[config.mk]
export PLATFORM = sky130hd
export DESIGN_NAME = cs_cell
export DESIGN_NICKNAME = d
export VERILOG_FILES = /design/src/rtl/cs_pkg.sv /design/src/rtl/cs_cell.sv
export SDC_FILE = /design/constraint.sdc
export NUM_CORES = 1
export LEC_CHECK = 0
export BUFFER_PORTS_ARGS = -buffer_cell sky130_fd_sc_hd__buf_2
export CAP_MARGIN = 20
export CORE_MARGIN = 2
export CORE_UTILIZATION = 51
export CTS_CLUSTER_DIAMETER = 50
export DETAILED_ROUTE_END_ITERATION = 7
export PLACE_DENSITY = 0.81
export REMOVE_ABC_BUFFERS = 1
export SLEW_MARGIN = 20
export SYNTH_ARGS = -nofsm -noshare
export SYNTH_HDL_FRONTEND = slang
export SYNTH_SLANG_ARGS = --single-unit
[constraint.sdc]
create_clock -name i_clk -period 5.4 [get_ports i_clk]
set_clock_uncertainty 0.1 [all_clocks]
set_input_delay 1.08 -clock i_clk [delete_from_list [all_inputs] [get_ports i_clk]]
set_output_delay 1.08 -clock i_clk [all_outputs]
set_load 0.01 [all_outputs]
[src/rtl/cs_pkg.sv]
// Shared constants and types of the categorical sampler.
package cs_pkg;

    localparam int CS_MAX_SYMBOLS = 256;
    localparam int CS_WEIGHT_BITS = 16;

    localparam int IDX_FIELD_W    = 8;
    localparam int WEIGHT_FIELD_W = 16;
    localparam int U_FIELD_W      = 16;
    localparam int SYM_FIELD_W    = 8;
    localparam int CNT_W          = 9;
    localparam int IN_DATA_W      = 40;
    localparam int OUT_DATA_W     = 8;

    localparam logic MODE_WRITE  = 1'b0;
    localparam logic MODE_SAMPLE = 1'b1;

    typedef enum logic [1:0] {
        ST_IDLE = 2'b01,
        ST_WALK = 2'b10
    } t_state;

    // Control part of the sample token moving down the cell row.
    typedef struct packed {
        logic valid;
        logic found;
    } t_tok_ctl;

endpackage

[src/rtl/cs_cell.sv]
// One cell of the row: holds one weight and advances the sample token.
module cs_cell
    import cs_pkg::*;
#(
    parameter int K           = 0,
    parameter int MAX_SYMBOLS = CS_MAX_SYMBOLS,
    parameter int WEIGHT_BITS = CS_WEIGHT_BITS
) (
    input  logic                   i_clk,
    input  logic                   i_rst_n,
    input  logic                   i_advance,
    input  logic                   i_wr_en,
    input  logic [IDX_FIELD_W-1:0] i_wr_idx,
    input  logic [WEIGHT_BITS-1:0] i_wr_weight,
    input  logic [$clog2(MAX_SYMBOLS)-1:0] i_last_idx,
    input  t_tok_ctl               i_ctl,
    input  logic [((WEIGHT_BITS > U_FIELD_W) ? WEIGHT_BITS : U_FIELD_W)
                  + $clog2(MAX_SYMBOLS)-1:0] i_sum,
    input  logic [U_FIELD_W-1:0]   i_u,
    input  logic [$clog2(MAX_SYMBOLS)-1:0] i_sym,
    output t_tok_ctl               o_ctl,
    output logic [((WEIGHT_BITS > U_FIELD_W) ? WEIGHT_BITS : U_FIELD_W)
                  + $clog2(MAX_SYMBOLS)-1:0] o_sum,
    output logic [U_FIELD_W-1:0]   o_u,
    output logic [$clog2(MAX_SYMBOLS)-1:0] o_sym
);

    localparam int IDX_W = $clog2(MAX_SYMBOLS);
    localparam int SUM_W = ((WEIGHT_BITS > U_FIELD_W) ? WEIGHT_BITS : U_FIELD_W) + IDX_W;

    logic [WEIGHT_BITS-1:0] r_weight;
    t_tok_ctl               r_ctl, n_ctl;
    logic [SUM_W-1:0]       r_sum, n_sum;
    logic [U_FIELD_W-1:0]   r_u;
    logic [IDX_W-1:0]       r_sym, n_sym;
    logic [SUM_W-1:0]       sum_add;
    logic                   is_last;
    logic                   hit;

    always_ff @(posedge i_clk) begin
        if (i_wr_en && (int'(i_wr_idx) == K)) begin
            r_weight <= i_wr_weight;
        end
    end

    assign sum_add = i_sum + SUM_W'(r_weight);
    assign is_last = (i_last_idx == IDX_W'(K));
    assign hit     = (sum_add >= SUM_W'(i_u)) || is_last;

    // Add this weight only while the token is still searching; else pass through.
    always_comb begin
        n_ctl = i_ctl;
        n_sum = i_sum;
        n_sym = i_sym;
        if (i_ctl.valid && !i_ctl.found) begin
            n_sum       = sum_add;
            n_ctl.found = hit;
            n_sym       = IDX_W'(K);
        end
    end

    always_ff @(posedge i_clk) begin
        if (!i_rst_n) begin
            r_ctl <= '0;
        end else if (i_advance) begin
            r_ctl <= n_ctl;
        end
    end

    always_ff @(posedge i_clk) begin
        if (i_advance) begin
            r_sum <= n_sum;
            r_u   <= i_u;
            r_sym <= n_sym;
        end
    end

    assign o_ctl = r_ctl;
    assign o_sum = r_sum;
    assign o_u   = r_u;
    assign o_sym = r_sym;

endmodule

# After elaboration in Yosys (flattened, before gate mapping)
# Index checks and enable logic that the tools add are counted.
# totals
out_inout_bits,50
romBits,0
inputBits,86
register_bits,66
mem_count,0
latchBits,0
wordCells,16
ram_bits,0
# op_classes
n_div,0
n_lt_le_gt_ge,1
n_addsub,1
shift,0
mux,2
eq_ne,0
n_bitwise,0
reduce_logical,6
n_mul,0
# ops
cell,count
$add 24x16->24,1
$ge 24x16->1,1
$mux 24,1
$logic_not 8->1,2
$logic_and 1x1->1,2
$logic_not 1->1,1
$logic_or 1x1->1,1
$mux 1,1

# Longest topological paths before layout
# Gate-level depths: netlist of the first run.
# logic_depth
ltp_word,4
mapped_depth,17

# Least setup slack after synthesis of the first run
# OpenSTA, ideal clock, no wires.
# synth_timing
path_type,input port to flip-flop
start,input i_sum[0] (netlist name)
end,"register r_ctl, in the netlist o_ctl[0]"
slack_ns,0.772
cell_stages,17
t_arrival_ns,4.400
n_path_buf,0
t_required_ns,5.173
path_cell_list,ha_1 fa_1 a21o_1 a221oi_2 o211ai_2 a21o_1 or2_1 xor2_1 ha_1 a211o_1 o211ai_1 o311a_1 nand4_1 a2111oi_0 nand4_1 o31ai_1 nand3_1
# synth_via
elab_chain_len,4
# synth_rtl
item,line_no,source
"start, declared",cs_cell.sv:18,"+ $clog2(MAX_SYMBOLS)-1:0] i_sum,"
$add 24x16->24,cs_cell.sv:46,assign sum_add = i_sum + SUM_W'(r_weight);
$ge 24x16->1,cs_cell.sv:48,assign hit = (sum_add >= SUM_W'(i_u)) || is_last;
$logic_or 1x1->1,cs_cell.sv:48,
$mux 1,cs_cell.sv:55,if (i_ctl.valid && !i_ctl.found) begin
"end signal, assigned",cs_cell.sv:66,r_ctl <= n_ctl;
"end, declared",cs_cell.sv:32,"t_tok_ctl r_ctl, n_ctl;"
# Every way passes these cells.
# A chain may end at the register's enable or synchronous reset.

# Final worst setup path of the first run
# Ends and elaborated chain as after synthesis.

==> results of run 1 <==
-- routing by layer --
layer  vias to the layer above  GRT usage
li1                       1554          -
met1                      1484      0.308
met2                       148      0.346
met3                        24     0.0415
met4                         0     0.0922
met5                         -          0
-- critical path, stage by stage --
cell	delay [ns]
buf_2	0.11
ha_1	0.23
fa_1	0.42
a21o_1	0.20
a221oi_2	0.38
o211ai_2	0.21
a21o_1	0.21
or2_1	0.22
xor2_1	0.16
ha_1	0.22
a211o_1	0.27
o211ai_1	0.08
o311a_1	0.18
nand4_1	0.10
a2111oi_0	0.36
nand4_1	0.14
o31ai_1	0.22
nand3_1	0.11
-- cells in the final DEF, fill, tap and decap left out, types with 9 or more instances in the layout --
master    Yosys  routed
o21ai_0      12      12
nand2_1      16      16
xnor2_1      10      10
inv_1        20      20
edfxtp_1     64      64
buf_2         5     135
a21oi_1      16      16
mux2_2       15      15
ha_1         32      32
clkbuf_8      0       9
nor2_1       29      29
xor2_1       12      12
-- flip-flops by register name, summed over array words and instances (netlist names) --
signal / count
o_ctl: 2
o_sum: 24
o_sym: 8
o_u: 16
r_weight: 16
-- cell families (layout without fill, tap and decap cells) --
family                   Yosys count  after routing  synth area share
AND/OR/NAND/NOR                  102            102             0.134
AO/OA/AOI/OAI                     70             70             0.126
flip-flops                        66             66             0.505
adder cells (fa/ha/maj)           33             33             0.108
buffers and inverters             30            173            0.0306
XOR/XNOR                          22             22            0.0496
multiplexers                      16             16            0.0461
-- worst paths after layout --
kind,cells past startpoint,endpoint,startpoint
min reg2reg,2,o_ctl[1],o_ctl[1]
max reg2reg,17,o_ctl[0],r_weight[0]
min,2,o_ctl[1],o_ctl[1]
max,18,o_ctl[0],i_sum[0]
-- power groups by stage --
stage	Clock [uW]	Sequential [uW]	Combinational (uW)
detailed placement	0	615	229
global route	393	606	255
floorplan	0	632	107
CTS	369	604	230
finish	365	603	231
global placement	0	614	222
-- metrics by stage --
step,instance area (sq um),std cells,hold WS [ns]
floorplan,3840,329,0.438
global placement,4660,565,0.395
detailed placement,4660,565,0.406
CTS,4830,581,0.426
global route,4830,581,0.484
finish,4830,581,0.417
-- cell type report --
| class | count | area, sq um |
|---|---|---|
| fillers | 563 | 2500 |
| flip-flops and latches | 66 | 1960 |
| multi-input cells | 243 | 1810 |
| repair buffers | 137 | 691 |
| clock buffers | 10 | 128 |
| well taps | 99 | 124 |
| inverters | 20 | 75.1 |
| clock inverters | 6 | 42.5 |
==> key figures, run 1 <==
Cells and area
  • Util after Layout: 0.659
  • Fraction of layout cells with a size suffix above 1: 0.365
  • Final antenna diode count: 0
  • Final nets: about 600
  • Area growth from synthesis to layout: 24.5%

Global route
  • Total gr overflow: 0
  • Number of global-route vias before repair: 3,072
  • GRT Total Usage: 0.223
  • Initial antenna violation count: 0
  • Global-route wire length before repair: about 15,000 um
  • Largest net degree at the start of global routing: 53

Pwr
  • Tot Pwr: roughly 1200 uW
  • Internal power: 865 uW
  • Net Sw Frac: 0.279
  • Combinational share of power: 0.193
  • Clock share of power: 0.304
  • Leakage Power: 0.00212 uW
  • Seq pwr share: 0.503
  • Pwr/cell area: 248 nW/um^2
  • Net switching power: 335 uW
  • VDD IR max: roughly 0.13 mV

Clock tree
  • Post-CTS setup buffer count: 0
  • Clock buffer depth: 2
  • # clock sinks: between 60 and 70
  • H-tree levels: 3
  • Clk root buf: clkbuf_8
  • CTS Hold Buffers Added: 0
  • CTS clock-pin slew for the worst setup and hold paths: 0.08 ns
  • CTS tree: built
  • Worst skew pair latency: 0.34 ns
  • Post-CTS Resized: 0
  • CTS Buf Count: 9

Floorplan
  • Die width: 91.3 um
  • Chip height: ~91 um
  • Die area: between 8000 and 9000 sq um
  • Core outline area: 7330 sq um
  • Initial core utilization: 0.530
  • # rows: 31
  • Boundary Pins: 136

Timing
  • Slew @ Worst Pin: 0.664 ns
  • Fmax achieved: 209 MHz
  • Worst slew margin: 0.557
  • Crit path time final: 4.78 ns
  • Fin worst setup slack: 0.623 ns
  • RSZ-0062 raised after global routing: false
  • Setup violations, final: 0
  • Setup_tns: 0 ns
  • Final Hold Vio Count: 0
  • Max Slew Vio Count: 0
  • Final period util: 0.885

Route
  • DR vias: 3,210
  • 1st-iter DRT viols: approximately 220
  • DRT Pass-1 Iters: 5
  • Detail Route Antenna Nets: 0
  • DR vias/cell: 5.52
  • Residual DRC: 0
  • Highest routed layer: met4
  • WL met1: 4150 um
  • Routed WL: 9270 um
  • Drt wl/cell: 16.0 um
  • Met3 routed WL: around 560 um
  • Routed wl met2: ~4300 um

Yosys
  • Commonest cells in the netlist: edfxtp_1, ha_1, nor2_1
  • Seq/Total Area, Yosys: 0.505
  • Yosys top cell area share: 0.495
  • FF+latch count, synth: 66
  • Cells after Synth: 339
  • Ys async rst share: 0
  • Most used DFF post-synth: edfxtp_1
  • Yosys cell types: 54
  • Yosys warns: 0
  • Synth top area cells: edfxtp_1, ha_1, mux2_2
  • Number of synthesized flops with an enable pin: 64
  • Top-count cell post-synth: edfxtp_1
  • Synthesized area per cell: roughly 11 sq um
  • Cell taking the most area after synthesis: edfxtp_1
  • Post-Syn Area: 3880 sq um

Setup path
  • Reg2reg setup slack: approximately 1.1 ns
  • Crit Path Category: primary input to flip-flop
  • Worst Path Arrival: 4.90 ns
  • Startpoint Class: primary input
  • Crit Path Max Fanout: 5
  • Crit path required time: 5.52 ns
  • Worst Setup End Kind: flip-flop

Placed design
  • Post-DP HPWL: between 7000 and 8000 um
  • Port Buffers: 135
  • GP Congestion: slightly above 0.9
  • Pre-CTS setup slack: 0.322 ns

Run
  • Max_cap viols: 0

Worst hold path
  • Class of the worst hold path: flip-flop to flip-flop

Outcome
  • Outcome: completed
Power figures use the tool's default switching activity.
==> run 2, diff against run 1 <==
--- a/config.mk
+++ b/config.mk
@@ -8,10 +8,9 @@
 export BUFFER_PORTS_ARGS = -buffer_cell sky130_fd_sc_hd__buf_2
 export CAP_MARGIN = 20
 export CORE_MARGIN = 2
-export CORE_UTILIZATION = 51
+export CORE_UTILIZATION = 24
 export CTS_CLUSTER_DIAMETER = 50
 export DETAILED_ROUTE_END_ITERATION = 7
-export PLACE_DENSITY = 0.81
 export REMOVE_ABC_BUFFERS = 1
 export SLEW_MARGIN = 20
 export SYNTH_ARGS = -nofsm -noshare
==> run 2 against run 1 <==
Count of clock-buffer cells in the layout rose by 1; clock power up 58%; fmax decreased by 1.0%; highest routed layer is now met5; combinational power is essentially flat; non-clock buffer count rose by 1.
==> key figures, run 2 (synthesis gave the netlist of run 1 again) <==
Route
  • Routed WL: 10,800 um
  • Drt wl/cell: 15.4 um
  • 1st-iter DRT viols: 168
  • Residual DRC: 0
  • Detail Route Antenna Nets: 0
  • DRT Pass-1 Iters: 5
  • DR vias: 3,192
  • DR vias/cell: 4.56

Floorplan
  • Die width: 131 um
  • Boundary Pins: approximately 140
  • # rows: 46
  • Chip height: about 130 um
  • Die area: 17,200 sq um
  • Initial core utilization: 0.245
  • Core outline area: 15,800 sq um

Pwr
  • Leakage Power: around 0.0022 uW
  • Pwr/cell area: 277 nW/um^2
  • VDD IR max: 0.128 mV

Placed design
  • Placed insts: 683
  • Cell area after placement: a little under 5000 sq um
  • GP Congestion: roughly 0.9
  • Post-DP HPWL: roughly 8500 um
  • Port Buffers: 135

Outcome
  • Outcome: completed

Timing
  • Final Hold Vio Count: 0
  • Slew @ Worst Pin: 0.690 ns
  • Worst slew margin: 0.540
  • RSZ-0062 raised after global routing: false
  • Fmax achieved: between 200 and 250 MHz
  • Setup_tns: 0 ns
  • Setup violations, final: 0
  • Max Slew Vio Count: 0
  • Final period util: 0.894
  • Crit path time final: 4.83 ns

Clock tree
  • Clock buffer depth: 2
  • Clk root buf: clkbuf_16
  • Post-CTS Resized: 0
  • CTS Hold Buffers Added: 0
  • CTS Buf Count: 9
  • CTS tree: built
  • # clock sinks: 66
  • Worst skew pair latency: 0.34 ns
  • H-tree levels: 3
  • Post-CTS setup buffer count: 0
  • CTS clock-pin slew for the worst setup and hold paths: ~0.05 ns

Cells and area
  • Commonest non-fill, non-tap cell in the layout: buf_2
  • Post-route cell area: 5100 sq um
  • Fraction of layout cells with a size suffix above 1: 0.360
  • Max FFs per register: 24
  • Fillers: 1,600
  • Most frequent cells in the layout: buf_2, edfxtp_1, ha_1
  • Area growth from synthesis to layout: 31.5%
  • Area occupied by multi-input gates: 1810 sq um
  • Final nets: roughly 600
  • FF+latch area: around 2000 sq um
  • Non-filler cells in the finished layout: 700
  • Util after Layout: 0.322

Global route
  • Largest net degree at the start of global routing: 51
  • Initial antenna violation count: 3
  • Global-route wire length before repair: 17,200 um
  • Total gr overflow: 0
  • Number of global-route vias before repair: 3,341
  • GRT Total Usage: 0.128

Setup path
  • CP peak stage delay: 0.43 ns
  • FF-to-FF Start: r_weight[0]
  • CP Buf/Inv Count: 1
  • Worst Setup SP: i_sum[0]
  • CP cell instances: buf_2, ha_1, fa_1, a21o_1, a221oi_2, o211ai_2, a21o_1, or2_1, xor2_1, ha_1, a211o_1, o211ai_1, o311a_1, nand4_1, a2111oi_0, nand4_1, o31ai_1, nand3_1
  • Crit path required time: 5.51 ns
  • Crit Path Max Fanout: 5
  • Worst Path Arrival: 4.94 ns
  • Crit Path Category: primary input to flip-flop
  • Startpoint Class: primary input
  • Crit-path slowest cell: a2111oi_0
  • CP top delay family: compound AO/OA/AOI/OAI gates
  • Worst Setup End Kind: flip-flop

Worst hold path
  • Class of the worst hold path: flip-flop to flip-flop
  • Startpoint of the worst hold path: o_ctl[1]

Run
  • Max_cap viols: 0
==> run 2: path summary, 6_finish.rpt <==
kind / to / slack (ns) / cells past startpoint
worst max-delay path: o_ctl[0] / 0.57 / 18
worst min register to register: o_ctl[1] / 0.43 / 2
worst max register to register: o_ctl[0] / 1.05 / 17
worst min-delay path: o_ctl[1] / 0.43 / 2
==> run 2: worst reg2reg max path, stage by stage (launching register included) <==
cell and delay (ns):
edfxtp_1 0.37, ha_1 0.23, fa_1 0.41, a21o_1 0.20, a221oi_2 0.37, o211ai_2 0.21
a21o_1 0.21, or2_1 0.21, xor2_1 0.16, ha_1 0.21, a211o_1 0.27, o211ai_1 0.08
o311a_1 0.18, nand4_1 0.10, a2111oi_0 0.43, nand4_1 0.16, o31ai_1 0.22, nand3_1 0.10
==> run 2: area by class of cell <==
cell class / count / area share
Antenna cell: 1 / 0.000490
Clock buffer: 11 / 0.0456
Clock inverter: 5 / 0.0108
Inverter: 20 / 0.0147
Multi-Input combinational cell: 243 / 0.354
Sequential cell: 66 / 0.384
Tap cell: 216 / 0.0530
Timing Repair Buffer: 138 / 0.137
==> run 2: power breakdown <==
group / switching (uW) / internal, uW
logic: 129 / 102
registers: 7.77 / 597
clock network: 219 / 356
==> run 2: layer usage <==
| layer | track usage | routed length [um] | up-vias |
|---|---|---|---|
| met4 | 0.0610 | 355 | 4 |
| li1 | - | - | 1565 |
| met1 | 0.147 | 4500 | 1475 |
| met3 | 0.0370 | 603 | 29 |
| met5 | 0 | 21 | - |
| met2 | 0.219 | 5310 | 119 |
==> run 2: through the flow <==
step / hold slack [ns] / setup WS, ns / power (uW)
floorplan: 0.438 / 0.766 / 739
global placement: 0.394 / 0.395 / 841
detailed placement: 0.423 / 0.267 / 848
CTS: 0.435 / 0.610 / 1430
global route: 0.482 / 0.247 / 1480
finish: 0.430 / 0.574 / 1410
